$ cat src/hdl/assert_macros.svh
// ----------------------------------------------------------------------------
// assert_macros.svh
// Shared concurrent assertion macros. Each macro samples on the rising edge
// of clock and is switched off while reset is high.
// ----------------------------------------------------------------------------
`ifndef ASSERT_MACROS_SVH
`define ASSERT_MACROS_SVH

// Same-cycle implication: cons must hold in the cycle where ante holds.
`define ASSERT_IMPL(lbl, ante, cons, msg) \
   lbl: assert property (@(posedge clock) disable iff (reset) (ante) |-> (cons)) \
      else $error(msg);

// Next-cycle implication: cons must hold in the cycle after ante holds.
`define ASSERT_NEXT(lbl, ante, cons, msg) \
   lbl: assert property (@(posedge clock) disable iff (reset) (ante) |=> (cons)) \
      else $error(msg);

`endif

$ cat src/hdl/fsa_pkg.sv
// ----------------------------------------------------------------------------
// fsa_pkg
// Constants, codes and controller/datapath interface types of the
// fixed-slot free-list allocator.
// ----------------------------------------------------------------------------
package fsa_pkg;

   // Pool geometry
   localparam int BLOCK_SLOTS = 512;
   localparam int NUM_BLOCKS  = 8;
   localparam int SLOT_W      = 12;
   localparam int LINK_W      = SLOT_W + 1;
   localparam int SLOT_SPACE  = 1 << SLOT_W;
   localparam int LIST_END    = SLOT_SPACE;
   localparam int CARVED_W    = 4;
   // Blocks that fit both the block count and the index space
   localparam int MAX_BLOCKS  = (NUM_BLOCKS < (SLOT_SPACE / BLOCK_SLOTS)) ?
                                NUM_BLOCKS : (SLOT_SPACE / BLOCK_SLOTS);

   // Request commands
   localparam logic CMD_ALLOC = 1'b0;
   localparam logic CMD_FREE  = 1'b1;

   // Result status codes
   localparam int STATUS_W = 2;
   localparam logic [STATUS_W-1:0] STATUS_DONE = 2'd0;
   localparam logic [STATUS_W-1:0] STATUS_OOM  = 2'd1;
   localparam logic [STATUS_W-1:0] STATUS_NULL = 2'd2;

   // Operation chosen when a transaction is accepted
   localparam int OP_W = 3;
   localparam logic [OP_W-1:0] OP_POP   = 3'd0;
   localparam logic [OP_W-1:0] OP_CARVE = 3'd1;
   localparam logic [OP_W-1:0] OP_FREE  = 3'd2;
   localparam logic [OP_W-1:0] OP_NULL  = 3'd3;
   localparam logic [OP_W-1:0] OP_OOM   = 3'd4;

   // Controller to datapath commands
   typedef struct packed {
      logic            start;
      logic [OP_W-1:0] op;
      logic            pop_load;
      logic            carve_step;
      logic            out_load;
      logic            out_direct;
   } fsa_cmd_type;

   // Datapath to controller status
   typedef struct packed {
      logic list_empty;
      logic can_carve;
      logic carve_done;
      logic out_free;
   } fsa_stat_type;

endpackage

$ cat src/hdl/fsa_ctrl.sv
// ----------------------------------------------------------------------------
// fsa_ctrl
// Controller of the allocator: picks the operation of each accepted
// transaction and sequences pop, carve walk and result hand-off.
// ----------------------------------------------------------------------------
`include "assert_macros.svh"

module fsa_ctrl (
   input  logic                  clock,
   input  logic                  reset,
   input  logic                  req_valid,
   output logic                  req_stall,
   input  logic                  req_command,
   input  logic                  req_free_is_null,
   input  fsa_pkg::fsa_stat_type stat,
   output fsa_pkg::fsa_cmd_type  cmd
);

   localparam logic [1:0] ST_IDLE  = 2'd0;
   localparam logic [1:0] ST_POP   = 2'd1;
   localparam logic [1:0] ST_CARVE = 2'd2;
   localparam logic [1:0] ST_HOLD  = 2'd3;

   logic [1:0]                state_ff, state_in;
   logic [fsa_pkg::OP_W-1:0]  op_sel;

   // Choose the operation from the request and the list state
   always_comb begin
      if (req_command == fsa_pkg::CMD_FREE) begin
         op_sel = req_free_is_null ? fsa_pkg::OP_NULL : fsa_pkg::OP_FREE;
      end else if (!stat.list_empty) begin
         op_sel = fsa_pkg::OP_POP;
      end else if (stat.can_carve) begin
         op_sel = fsa_pkg::OP_CARVE;
      end else begin
         op_sel = fsa_pkg::OP_OOM;
      end
   end

   assign req_stall = state_ff != ST_IDLE;

   // Sequence the datapath
   always_comb begin
      state_in       = state_ff;
      cmd.start      = 1'b0;
      cmd.op         = op_sel;
      cmd.pop_load   = 1'b0;
      cmd.carve_step = 1'b0;
      cmd.out_load   = 1'b0;
      cmd.out_direct = 1'b0;
      case (state_ff)
         ST_IDLE: begin
            if (req_valid) begin
               cmd.start = 1'b1;
               if (op_sel == fsa_pkg::OP_POP) begin
                  state_in = ST_POP;
               end else if (op_sel == fsa_pkg::OP_CARVE) begin
                  state_in = ST_CARVE;
               end else if (stat.out_free) begin
                  cmd.out_load   = 1'b1;
                  cmd.out_direct = 1'b1;
               end else begin
                  state_in = ST_HOLD;
               end
            end
         end
         ST_POP: begin
            cmd.pop_load = 1'b1;
            if (stat.out_free) begin
               cmd.out_load = 1'b1;
               state_in     = ST_IDLE;
            end else begin
               state_in = ST_HOLD;
            end
         end
         ST_CARVE: begin
            cmd.carve_step = 1'b1;
            if (stat.carve_done) begin
               if (stat.out_free) begin
                  cmd.out_load = 1'b1;
                  state_in     = ST_IDLE;
               end else begin
                  state_in = ST_HOLD;
               end
            end
         end
         ST_HOLD: begin
            if (stat.out_free) begin
               cmd.out_load = 1'b1;
               state_in     = ST_IDLE;
            end
         end
         default: begin
            state_in = ST_IDLE;
         end
      endcase
   end

   always_ff @(posedge clock) begin
      if (reset) begin
         state_ff <= ST_IDLE;
      end else begin
         state_ff <= state_in;
      end
   end

   `ASSERT_IMPL(a_accept_progress, req_valid && !req_stall, cmd.out_load || (state_in != ST_IDLE), "accepted transaction dropped")
   `ASSERT_NEXT(a_pop_one_cycle, state_ff == ST_POP, state_ff == ST_IDLE || state_ff == ST_HOLD, "pop did not finish in one cycle")
   `ASSERT_IMPL(a_start_idle, cmd.start, state_ff == ST_IDLE, "start issued outside idle")

endmodule

$ cat config.mk
export PLATFORM = sky130hd
export DESIGN_NAME = fsa_ctrl
export DESIGN_NICKNAME = d
export VERILOG_FILES = /design/src/hdl/fsa_pkg.sv /design/src/hdl/fsa_ctrl.sv
export VERILOG_INCLUDE_DIRS = /design/src /design/src/hdl
export SDC_FILE = /design/constraint.sdc
export NUM_CORES = 1
export LEC_CHECK = 0
export ABC_AREA = 1
export BUFFER_PORTS_ARGS = -buffer_cell sky130_fd_sc_hd__buf_2
export CAP_MARGIN = 10
export CORE_AREA = 2 2 39 41
export DETAILED_ROUTE_END_ITERATION = 10
export DIE_AREA = 0 0 41 43
export PLACE_DENSITY = 0.55
export SYNTH_ARGS = -nofsm -noshare
export SYNTH_HDL_FRONTEND = slang
export SYNTH_SLANG_ARGS = --single-unit
export TNS_END_PERCENT = 50
$ cat constraint.sdc
create_clock -name clock -period 1.7 [get_ports clock]
set_input_delay 0.085 -clock clock [delete_from_list [all_inputs] [get_ports clock]]
set_output_delay 0.085 -clock clock [all_outputs]
set_load 0.05 [all_outputs]
# Word level (Yosys, flattened, before mapping)
# Index checks and enable logic that the tools add are counted.
# W data, S select, Z words.
# classes
n_eq_ne	8
muxes	24
reduce_logical	5
# op_table
cell	n
$mux W2	11
$mux W3	3
$mux W1	8
$pmux W2 S4	1
$ne A2 B2 Y1 const B	3
$eq A2 B2 Y1 const B	2
$ne A4 B4 Y1 const B	1
$reduce_and A4 Y1	1
$eq A3 B1 Y1 const B	1
$logic_not A3 Y1	1
$pmux W1 S3	1
$eq A2 B1 Y1 const B	1
$logic_not A2 Y1	1
$reduce_bool A2 Y1	1
$reduce_or A2 Y1	1
# totals
reg_bits	2
output_inout_bits	9

# Depth between registers and ports, before layout
# Gate-level depths: netlist of run 1.
# logic_depth
ltp_word	8
mapped_depth	9
ltp_nobuf	9

# Worst setup path after synthesis of run 1
# OpenSTA, ideal clock, no wires.
# synth_path
path_kind	register -> output
from	reg state_ff[0]
to	out cmd[1] (netlist bit)
arrival_ns	1.680
t_required_ns	1.615
slack_ns	-0.065
path_stages_with_launch	7
path_buffers	0
cell_sequence	dfxtp_1 > bufinv_8 > ha_1 > nand2_1 > nand2_1 > nand3_1 > o21ai_1
# synth_lines
item	line	text
from (decl)	fsa_ctrl.sv:24	logic [1:0] state_ff, state_in;
from (signal assigned)	fsa_ctrl.sv:103	state_ff <= state_in;
to (decl)	fsa_ctrl.sv:16	output fsa_pkg::fsa_cmd_type cmd

==> flow_summary.yaml, run 1 <==
place:
  io_buffers: 17
  place_area_sq_um: 439
  gp_congestion: 0.718
  dpl.hpwl_microns: 576
power_and_ir_drop:
  combPwrFrac: 0.801
  swShare: 0.572
  seq_power_share: 0.093
  power.internal_mw: 0.420
  p_clk_frac: 0.106
  ir_drop_uv: 724
  power_mw: 0.981
  power.density_nw_per_um2: 2130
  leakagePower_nw: 0.287
  switchingPower_mw: 0.561
setup_path:
  arrival_ns: 1.47
  worst-r2r-cell-count: 8
  path_max_fanout: 4
  worstPathRequired_ns: 1.62
  startpoint_type: "register"
  r2r-start: "state_ff[0]$_SDFFE_PP0P_"
  critPathKind: "reg -> out"
  slowest_stage: "dfxtp_1"
  rrSetupSlack_ns: 0.30
  r2r_end: "state_ff[0]$_SDFFE_PP0P_"
  max_stage_delay_ns: 0.35
  cp-end-kind: "primary output"
  crit_chain: "bufinv_8 > ha_1 > inv_1 > nand3_1 > o21ai_2 > buf_2"
global_route:
  grt_overflow: 0
  grt_first_pass_wirelength_microns: 938
  grt_pass1_vias: 271
  antenna_found_initial: 0
  grt_use_total: 0.0821
  grt_max_degree: 5
die:
  core-area_sq_um: 1380
  initial_core_util: 0.244
  ioPinCount: 18
  rows: 14
  die_area_sq_um: 1760
  die_height_microns: 43
  die_width_microns: 41
synthesis:
  synth-simple-area-share: 0.463
  synth_top_area_cell: "nand2_1"
  synthMuxAreaShare: 0
  ys_types: 15
  synth.top_cell.area_share: 0.189
  synth-adder-area-share: 0.185
  synth_area_per_cell_sq_um: 6.50
  syn-instance-count: 52
  seq_area_frac_synth: 0.119
  ys_warn_count: 0
  ys_ff_latch: 2
  synthesis.nets: 66
  synth_xor_area_frac: 0
  synth.cell_area_sq_um: 338
  synth_top_family_by_area: "simple AND/OR/NAND/NOR gates"
  synth_compound_gate_area_share: 0.0296
  synth_area_leaders: "nand2_1, ha_1, dfxtp_1, nor2_2, bufinv_8"
timing:
  rsz0062_at_grt: "false"
  fmax_mhz: 642
  finalCriticalPeriod_ns: 1.56
  fin_setup_tns_ns: 0
  relSlewSlack: 0.835
  drv_slew: 0
  worst_pin_slew_ns: 0.249
  finalCritPeriodShare: 0.916
  fin_skew_ns: 0.00445
  hold_slack_ns: 0.150
  setup_viol: 0
  hold_viol_final: 0
cells_and_area:
  seq_area_sq_um: 40.0
  fillers: 154
  final_area_sq_um: 462
  fin_nets: 87
  multi_input_area_sq_um: 233
  final_util: 0.334
  reg.largest.list: "state_ff x2"
  diodes: 0
  layout-drive-gt1-share: 0.479
  area_delta_synth_final_pct: 36.7
  regMostFlops: "state_ff"
  largest_register_ffs: 2
clock_tree:
  clkTransAtPathRegs_ns: 0.03
  cts.sinks: 2
  clock_latency_ns: 0.22
  postCtsHoldBufs: 0
  postCtsSetupRepairBufs: 0
  cts_tree: "yes"
  numCtsBuffers: 3
  cts-root-buf: "clkbuf_4"
  cts_buffer_depth: 2
  htreeDepth: 1
  ctsResizeCount: 0
run_status:
  status: "complete, no violations"
drt:
  viasPerCell: 4.00
  drt-initial-drc-count: 1
  routed_wl_microns: 665
  drc: 0
  vias: 348
  first_pass_iters: 2
  ant_nets: 0
  wl_per_cell_microns: 7.64
worst_hold_path:
  hold_path_end: "state_ff[0]$_SDFFE_PP0P_"
  hold_path_startpoint: "reset"
  min_path_type: "in -> reg"
  whs_path_depth: 4
job:
  maxCapViolations: 0
cells in the mapped netlist (all sizes together):
library cell / count
nand2: 18
clkinv: 1
dfxtp: 2
ha: 5
buf: 1
inv: 6
bufinv: 2
nand3: 4
o21ai: 2
nor2: 11
power by group through the flow:
stage / sequential, mW / clock, mW / combinational [mW]
finish: 0.0916 / 0.104 / 0.786
global route: 0.0957 / 0.119 / 0.852
CTS: 0.0922 / 0.113 / 0.796
detailed placement: 0.0929 / 0 / 0.794
global placement: 0.0923 / 0 / 0.793
floorplan: 0.0890 / 0 / 0.669
kinds of logic (layout without fill, tap and decap cells):
family                   Yosys count  after routing
AND/OR/NAND/NOR                   33             33
buffers and inverters             10             29
AO/OA/AOI/OAI                      2              2
flip-flops                         2              2
adder cells (fa/ha/maj)            5              5
metrics by stage:
step,worst slack (ns),instances
after floorplan,0.181,52
after CTS,0.118,87
final,0.142,87
after global placement,0.323,84
after detailed placement,0.308,84
after global routing,0.00215,87
metal layers:
layer	global-route usage	up-vias	share of wire
met5	0	-	0
met4	0.0800	0	0
met3	0.0314	0	0.059
met2	0.122	11	0.52
met1	0.0796	143	0.42
li1	-	194	-
critical path, delay by kind of cell (launching register included):
family / cells / cell delay, ns
simple gates: 1 / 0.09
fa+ha+maj: 1 / 0.20
flops: 1 / 0.35
buf+inv: 3 / 0.55
compound gates: 1 / 0.06
final cells by class:
type,count,area share
multi-input cells,40,0.504
flip-flops and latches,2,0.0867
inverters,9,0.133
repair buffers,17,0.184
well taps,16,0.0434
clock buffers,3,0.0488
how the worst max path moves through the flow:
stage | cells past startpoint | slack (ns) | start | end
2_1_floorplan | 6 | 0.18 | state_ff[0]$_SDFFE_PP0P_ | cmd[1]
3_3_place_gp | 8 | 0.32 | state_ff[0]$_SDFFE_PP0P_ | state_ff[0]$_SDFFE_PP0P_
3_5_place_dp | 8 | 0.31 | state_ff[0]$_SDFFE_PP0P_ | state_ff[0]$_SDFFE_PP0P_
4_1_cts | 6 | 0.12 | state_ff[0]$_SDFFE_PP0P_ | cmd[1]
5_1_grt | 6 | 0.002 | state_ff[0]$_SDFFE_PP0P_ | cmd[1]
6_report | 6 | 0.14 | state_ff[0]$_SDFFE_PP0P_ | cmd[1]
cell usage in the layout (no fill, tap or decap):
cell type  instances
bufinv_8           2
nand3_2            2
inv_1              4
buf_2             17
o21ai_2            1
inv_2              2
nand2_2            1
dfxtp_1            2
clkinv_1           1
clkbuf_4           3
nand2_1           17
nor2_2             6
nand3_1            2
nor2_1             5
o21ai_0            1
ha_1               5
Note: power is estimated with default switching activity, not from simulation.
==> run 2, diff against run 1 <==
--- a/config.mk
+++ b/config.mk
@@ -12,6 +12,7 @@
 export CORE_AREA = 2 2 39 41
 export DETAILED_ROUTE_END_ITERATION = 10
 export DIE_AREA = 0 0 41 43
+export HOLD_SLACK_MARGIN = 0.03
 export PLACE_DENSITY = 0.55
 export SYNTH_ARGS = -nofsm -noshare
 export SYNTH_HDL_FRONTEND = slang
==> constraint.sdc (replaced) <==
create_clock -name clock -period 1.55 [get_ports clock]
set_input_delay 0.0775 -clock clock [delete_from_list [all_inputs] [get_ports clock]]
set_output_delay 0.0775 -clock clock [all_outputs]
set_load 0.05 [all_outputs]
==> flow_summary.yaml, run 2 (synthesis results as in run 1) <==
die:
  rows: 14
  initial_core_util: 0.244
  die_height_microns: 43
  die_area_sq_um: 1760
  ioPinCount: 18
  die_width_microns: 41
  core-area_sq_um: 1380
place:
  io_buffers: 17
  gp_congestion: 0.718
  place_area_sq_um: 439
  dpl.hpwl_microns: 576
  dp_cells: 84
power_and_ir_drop:
  power_mw: 1.11
  power.density_nw_per_um2: 2340
  leakagePower_nw: 0.287
  ir_drop_uv: 841
global_route:
  grt_use_total: 0.0821
  grt_overflow: 0
  grt_pass1_vias: 271
  antenna_found_initial: 0
  grt_first_pass_wirelength_microns: 938
  grt_max_degree: 5
cells_and_area:
  diodes: 0
  area_delta_synth_final_pct: 40.0
  fillers: 157
  final_area_sq_um: 473
  largest_register_ffs: 2
  reg.largest.list: "state_ff x2"
  final_cell_mix: "nand2_1, buf_2, nor2_2"
  final-instance-count-excl-fill: 87
  final_common_cell: "nand2_1"
  layout-drive-gt1-share: 0.521
  regMostFlops: "state_ff"
  fin_nets: 87
clock_tree:
  clkTransAtPathRegs_ns: 0.03
  clock_latency_ns: 0.22
  ctsResizeCount: 1
  htreeDepth: 1
  cts-root-buf: "clkbuf_4"
  cts_buffer_depth: 2
  cts_tree: "yes"
  postCtsHoldBufs: 0
  postCtsSetupRepairBufs: 0
  cts.sinks: 2
  numCtsBuffers: 3
timing:
  fmax_mhz: 691
  rsz0062_at_grt: "false"
  setup_viol: 0
  fin_setup_tns_ns: 0
  hold_slack_ns: 0.136
  finalCriticalPeriod_ns: 1.45
  worst_pin_slew_ns: 0.247
  relSlewSlack: 0.837
  drv_slew: 0
  fin_skew_ns: 0.00445
  hold_viol_final: 0
  finalCritPeriodShare: 0.934
run_status:
  status: "complete, no violations"
setup_path:
  arrival_ns: 1.37
  worstPathRequired_ns: 1.47
  r2r-start: "state_ff[0]$_SDFFE_PP0P_"
  slowest_stage: "dfxtp_2"
  startpoint_type: "register"
  worst-r2r-cell-count: 8
  cp-end-kind: "primary output"
  max_stage_delay_ns: 0.32
  crit_chain: "bufinv_8 > ha_1 > nand2_1 > nor2_1 > clkbuf_4"
  crit_start: "state_ff[0]$_SDFFE_PP0P_"
  path_max_fanout: 4
  critPathKind: "reg -> out"
worst_hold_path:
  min_path_type: "in -> reg"
  hold_path_startpoint: "reset"
  whs_path_depth: 4
drt:
  drt-initial-drc-count: 1
  vias: 348
  first_pass_iters: 2
  wl_per_cell_microns: 7.62
  routed_wl_microns: 663
  ant_nets: 0
  viasPerCell: 4.00
  drc: 0
job:
  maxCapViolations: 0
run 2: cell types whose count changed in the layout (fill, tap and decap cells not counted), sizes merged:
| cell | previous run | this run |
|---|---|---|
| buf | 17 | 16 |
| clkbuf | 3 | 4 |
run 2: path summary, 6_finish.rpt:
path | to | slack, ns
worst max-delay path | cmd[0] | 0.10
worst min-delay path | state_ff[0]$_SDFFE_PP0P_ | 0.14
worst max register to register | state_ff[0]$_SDFFE_PP0P_ | 0.18
worst min register to register | state_ff[1]$_SDFFE_PP0P_ | 0.68
run 2: report_power, final:
part / internal, mW / leakage, nW / switching (mW)
logic: 0.314 / 0.256 / 0.572
registers: 0.0858 / 0.0172 / 0.0206
clock network: 0.0854 / 0.0138 / 0.0289
total: 0.485 / 0.287 / 0.621
run 2: routing by layer:
layer	vias to the layer above	routed length, microns	GRT usage
met5	-	0	0
met4	0	0	0.0800
met3	0	34	0.0314
met2	11	348	0.122
met1	143	280	0.0796
li1	194	-	-
run 2: stage by stage:
stage	util	setup WS (ns)
3_5_place_dp	0.317	0.158
2_1_floorplan	-	0.0382
3_3_place_gp	0.317	0.173
6_report	0.342	0.102
5_1_grt	0.342	0.000321
4_1_cts	0.335	0.0158
run 2: cell type report:
class / count / area [sq um] / share of cell area
Clock buffer: 3 / 22.5 / 0.0476
Inverter: 9 / 61.3 / 0.130
Multi-Input combinational cell: 40 / 233 / 0.492
Sequential cell: 2 / 42.5 / 0.0899
Tap cell: 16 / 20.0 / 0.0423
Timing Repair Buffer: 17 / 93.8 / 0.198
run 2: worst max-delay path, delay by kind of cell (launching register included):
family / cells / cell delay [ns]
adder cells (fa/ha/maj): 1 / 0.23
buffers and inverters: 2 / 0.41
flip-flops: 1 / 0.32
AND/OR/NAND/NOR: 2 / 0.18
==> run 3, diff against run 2 <==
--- a/config.mk
+++ b/config.mk
@@ -6,14 +6,13 @@
 export SDC_FILE = /design/constraint.sdc
 export NUM_CORES = 1
 export LEC_CHECK = 0
-export ABC_AREA = 1
 export BUFFER_PORTS_ARGS = -buffer_cell sky130_fd_sc_hd__buf_2
 export CAP_MARGIN = 10
 export CORE_AREA = 2 2 39 41
 export DETAILED_ROUTE_END_ITERATION = 10
 export DIE_AREA = 0 0 41 43
 export HOLD_SLACK_MARGIN = 0.03
-export PLACE_DENSITY = 0.55
+export PLACE_DENSITY = 0.51
 export SYNTH_ARGS = -nofsm -noshare
 export SYNTH_HDL_FRONTEND = slang
 export SYNTH_SLANG_ARGS = --single-unit
==> flow_summary.yaml, run 3 <==
run_status:
  status: "complete, no violations"
clock_tree:
  cts-root-buf: "clkbuf_4"
  numCtsBuffers: 3
  htreeDepth: 1
  clock_latency_ns: 0.22
  cts_buffer_depth: 2
  clkTransAtPathRegs_ns: 0.03
  cts.sinks: 2
  postCtsHoldBufs: 0
  postCtsSetupRepairBufs: 0
  cts_tree: "yes"
cells_and_area:
  reg.largest.list: "state_ff x2"
  diodes: 0
  regMostFlops: "state_ff"
  fin_nets: 76
  largest_register_ffs: 2
  final_area_sq_um: 559
  fillers: 145
  final_cell_mix: "buf_2, ha_4, buf_6"
  final_common_cell: "buf_2"
  seq_area_sq_um: 42.5
  multi_input_area_sq_um: 308
  area_delta_synth_final_pct: 99.6
  layout-drive-gt1-share: 0.717
  final_util: 0.404
timing:
  finalCriticalPeriod_ns: 1.52
  relSlewSlack: 0.745
  finalCritPeriodShare: 0.981
  drv_slew: 0
  fmax_mhz: 658
  fin_skew_ns: 0.00299
  worst_pin_slew_ns: 0.378
  setup_viol: 0
  fin_setup_tns_ns: 0
  rsz0062_at_grt: "true"
  hold_viol_final: 0
synthesis:
  synthArstFlopShare: 0
  ys_warn_count: 0
  synth_area_per_cell_sq_um: 7.79
  synth.top_cell.area_share: 0.223
  ys_ff_latch: 2
  seq_area_frac_synth: 0.143
  synthesis.nets: 50
  synth.cell_area_sq_um: 280
  synth_area_leaders: "ha_1, dfxtp_1, o21ai_0, inv_1, o31ai_1"
  synth_top_area_cell: "ha_1"
  synth_edf_count: 0
  synth_common_cells: "ha_1, inv_1, o21ai_0"
  ys_types: 20
  syn-instance-count: 36
  synth_most_common_cell: "ha_1"
  ys_dominant_reg_cell: "dfxtp_1"
place:
  io_buffers: 17
  place_area_sq_um: 444
  gp_congestion: 0.747
  dpl.hpwl_microns: 587
drt:
  ant_nets: 0
  first_pass_iters: 2
  vias: 340
  wl_per_cell_microns: 10.7
  drt-initial-drc-count: 1
  drc: 0
  viasPerCell: 4.47
  routed_wl_microns: 812
setup_path:
  critPathKind: "reg -> out"
  path_max_fanout: 3
  arrival_ns: 1.44
  cp-end-kind: "primary output"
  rrSetupSlack_ns: 0.03
  r2r_end: "state_ff[0]$_SDFFE_PP0P_"
  startpoint_type: "register"
  worstPathRequired_ns: 1.47
  worst-r2r-cell-count: 6
  r2r-start: "state_ff[0]$_SDFFE_PP0P_"
power_and_ir_drop:
  power_mw: 0.963
  leakagePower_nw: 0.245
  power.density_nw_per_um2: 1720
  ir_drop_uv: 678
global_route:
  grt_overflow: 0
  grt_use_total: 0.105
  grt_pass1_vias: 310
  antenna_found_initial: 0
  grt_max_degree: 9
  grt_first_pass_wirelength_microns: 1240
die:
  rows: 14
  ioPinCount: 18
  die_area_sq_um: 1760
  initial_core_util: 0.203
  core-area_sq_um: 1380
  die_height_microns: 43
  die_width_microns: 41
job:
  maxCapViolations: 0
worst_hold_path:
  hold_path_startpoint: "reset"
  whs_path_depth: 2
  hold_path_end: "state_ff[0]$_SDFFE_PP0P_"
  min_path_type: "in -> reg"
==> run 3: changes by cell type in the layout (fill, tap and decap cells not counted), sizes merged, moves of 3 or more <==
| cell | delta |
|---|---|
| inv | -3 |
| nand2 | -16 |
| nand3 | -4 |
| buf | +6 |
| nor2 | -10 |
==> run 3: stage by stage <==
stage	setup WS [ns]	cells	hold slack, ns
detailed placement	0.0169	73	0.323
finish	0.0302	76	0.0899
floorplan	-0.0375	36	0.181
global placement	0.0114	73	0.324
CTS	0.00124	76	0.0893
global route	-0.0297	76	0.0998
==> run 3: routing by layer <==
layer,share of wire,global-route usage,vias to the layer above
met5,0,0,-
met3,0.057,0.0471,0
met1,0.47,0.128,148
li1,-,-,181
met4,0,0.0400,0
met2,0.48,0.156,11
==> run 3: critical path: stages (launching register included) <==
cell	delay, ns
dfxtp_2	0.33
buf_6	0.12
ha_4	0.15
a211o_1	0.26
o21ai_2	0.16
a21oi_4	0.04
buf_6	0.16
==> run 3: how the worst max path moves through the flow <==
stage                        startpoint                  endpoint  slack, ns  depth (start not counted)
2_1_floorplan  state_ff[0]$_SDFFE_PP0P_  state_ff[1]$_SDFFE_PP0P_      -0.04                          6
3_3_place_gp   state_ff[0]$_SDFFE_PP0P_  state_ff[0]$_SDFFE_PP0P_       0.01                          6
3_5_place_dp   state_ff[0]$_SDFFE_PP0P_  state_ff[0]$_SDFFE_PP0P_       0.02                          6
4_1_cts        state_ff[1]$_SDFFE_PP0P_                    cmd[1]      0.001                          6
5_1_grt        state_ff[1]$_SDFFE_PP0P_                    cmd[1]      -0.03                          6
6_report       state_ff[1]$_SDFFE_PP0P_                    cmd[1]       0.03                          6
==> run 3: cell families (layout without fill, tap and decap cells) <==
logic type	count (synthesis)	in the layout	synth area share
AOI/OAI and AO/OA	11	11	0.263
DFF	2	2	0.143
adders and majority gates	5	5	0.223
buffers and inverters	5	29	0.0804
and+or+nand+nor	13	13	0.290
==> run 3: repair_timing <==
item / in CTS / in global routing
pin swaps: 3 / 3
gates cloned: 0 / 0
endpoints found under the setup margin: 3 / 4
gates resized for setup: 14 / 11
==> run 3: report_power, final <==
group	switching (mW)	leakage [nW]	internal, mW
logic	0.443	0.214	0.313
clock network	0.0269	0.0138	0.0852
registers	0.0207	0.0172	0.0742
==> run 3: cell type report <==
| cell class | count | share of cell area |
|---|---|---|
| clock buffer | 3 | 0.0403 |
| multi-input combinational | 29 | 0.550 |
| tap | 16 | 0.0358 |
| inverter | 4 | 0.0425 |
| timing repair buffer | 22 | 0.255 |
| sequential | 2 | 0.0761 |
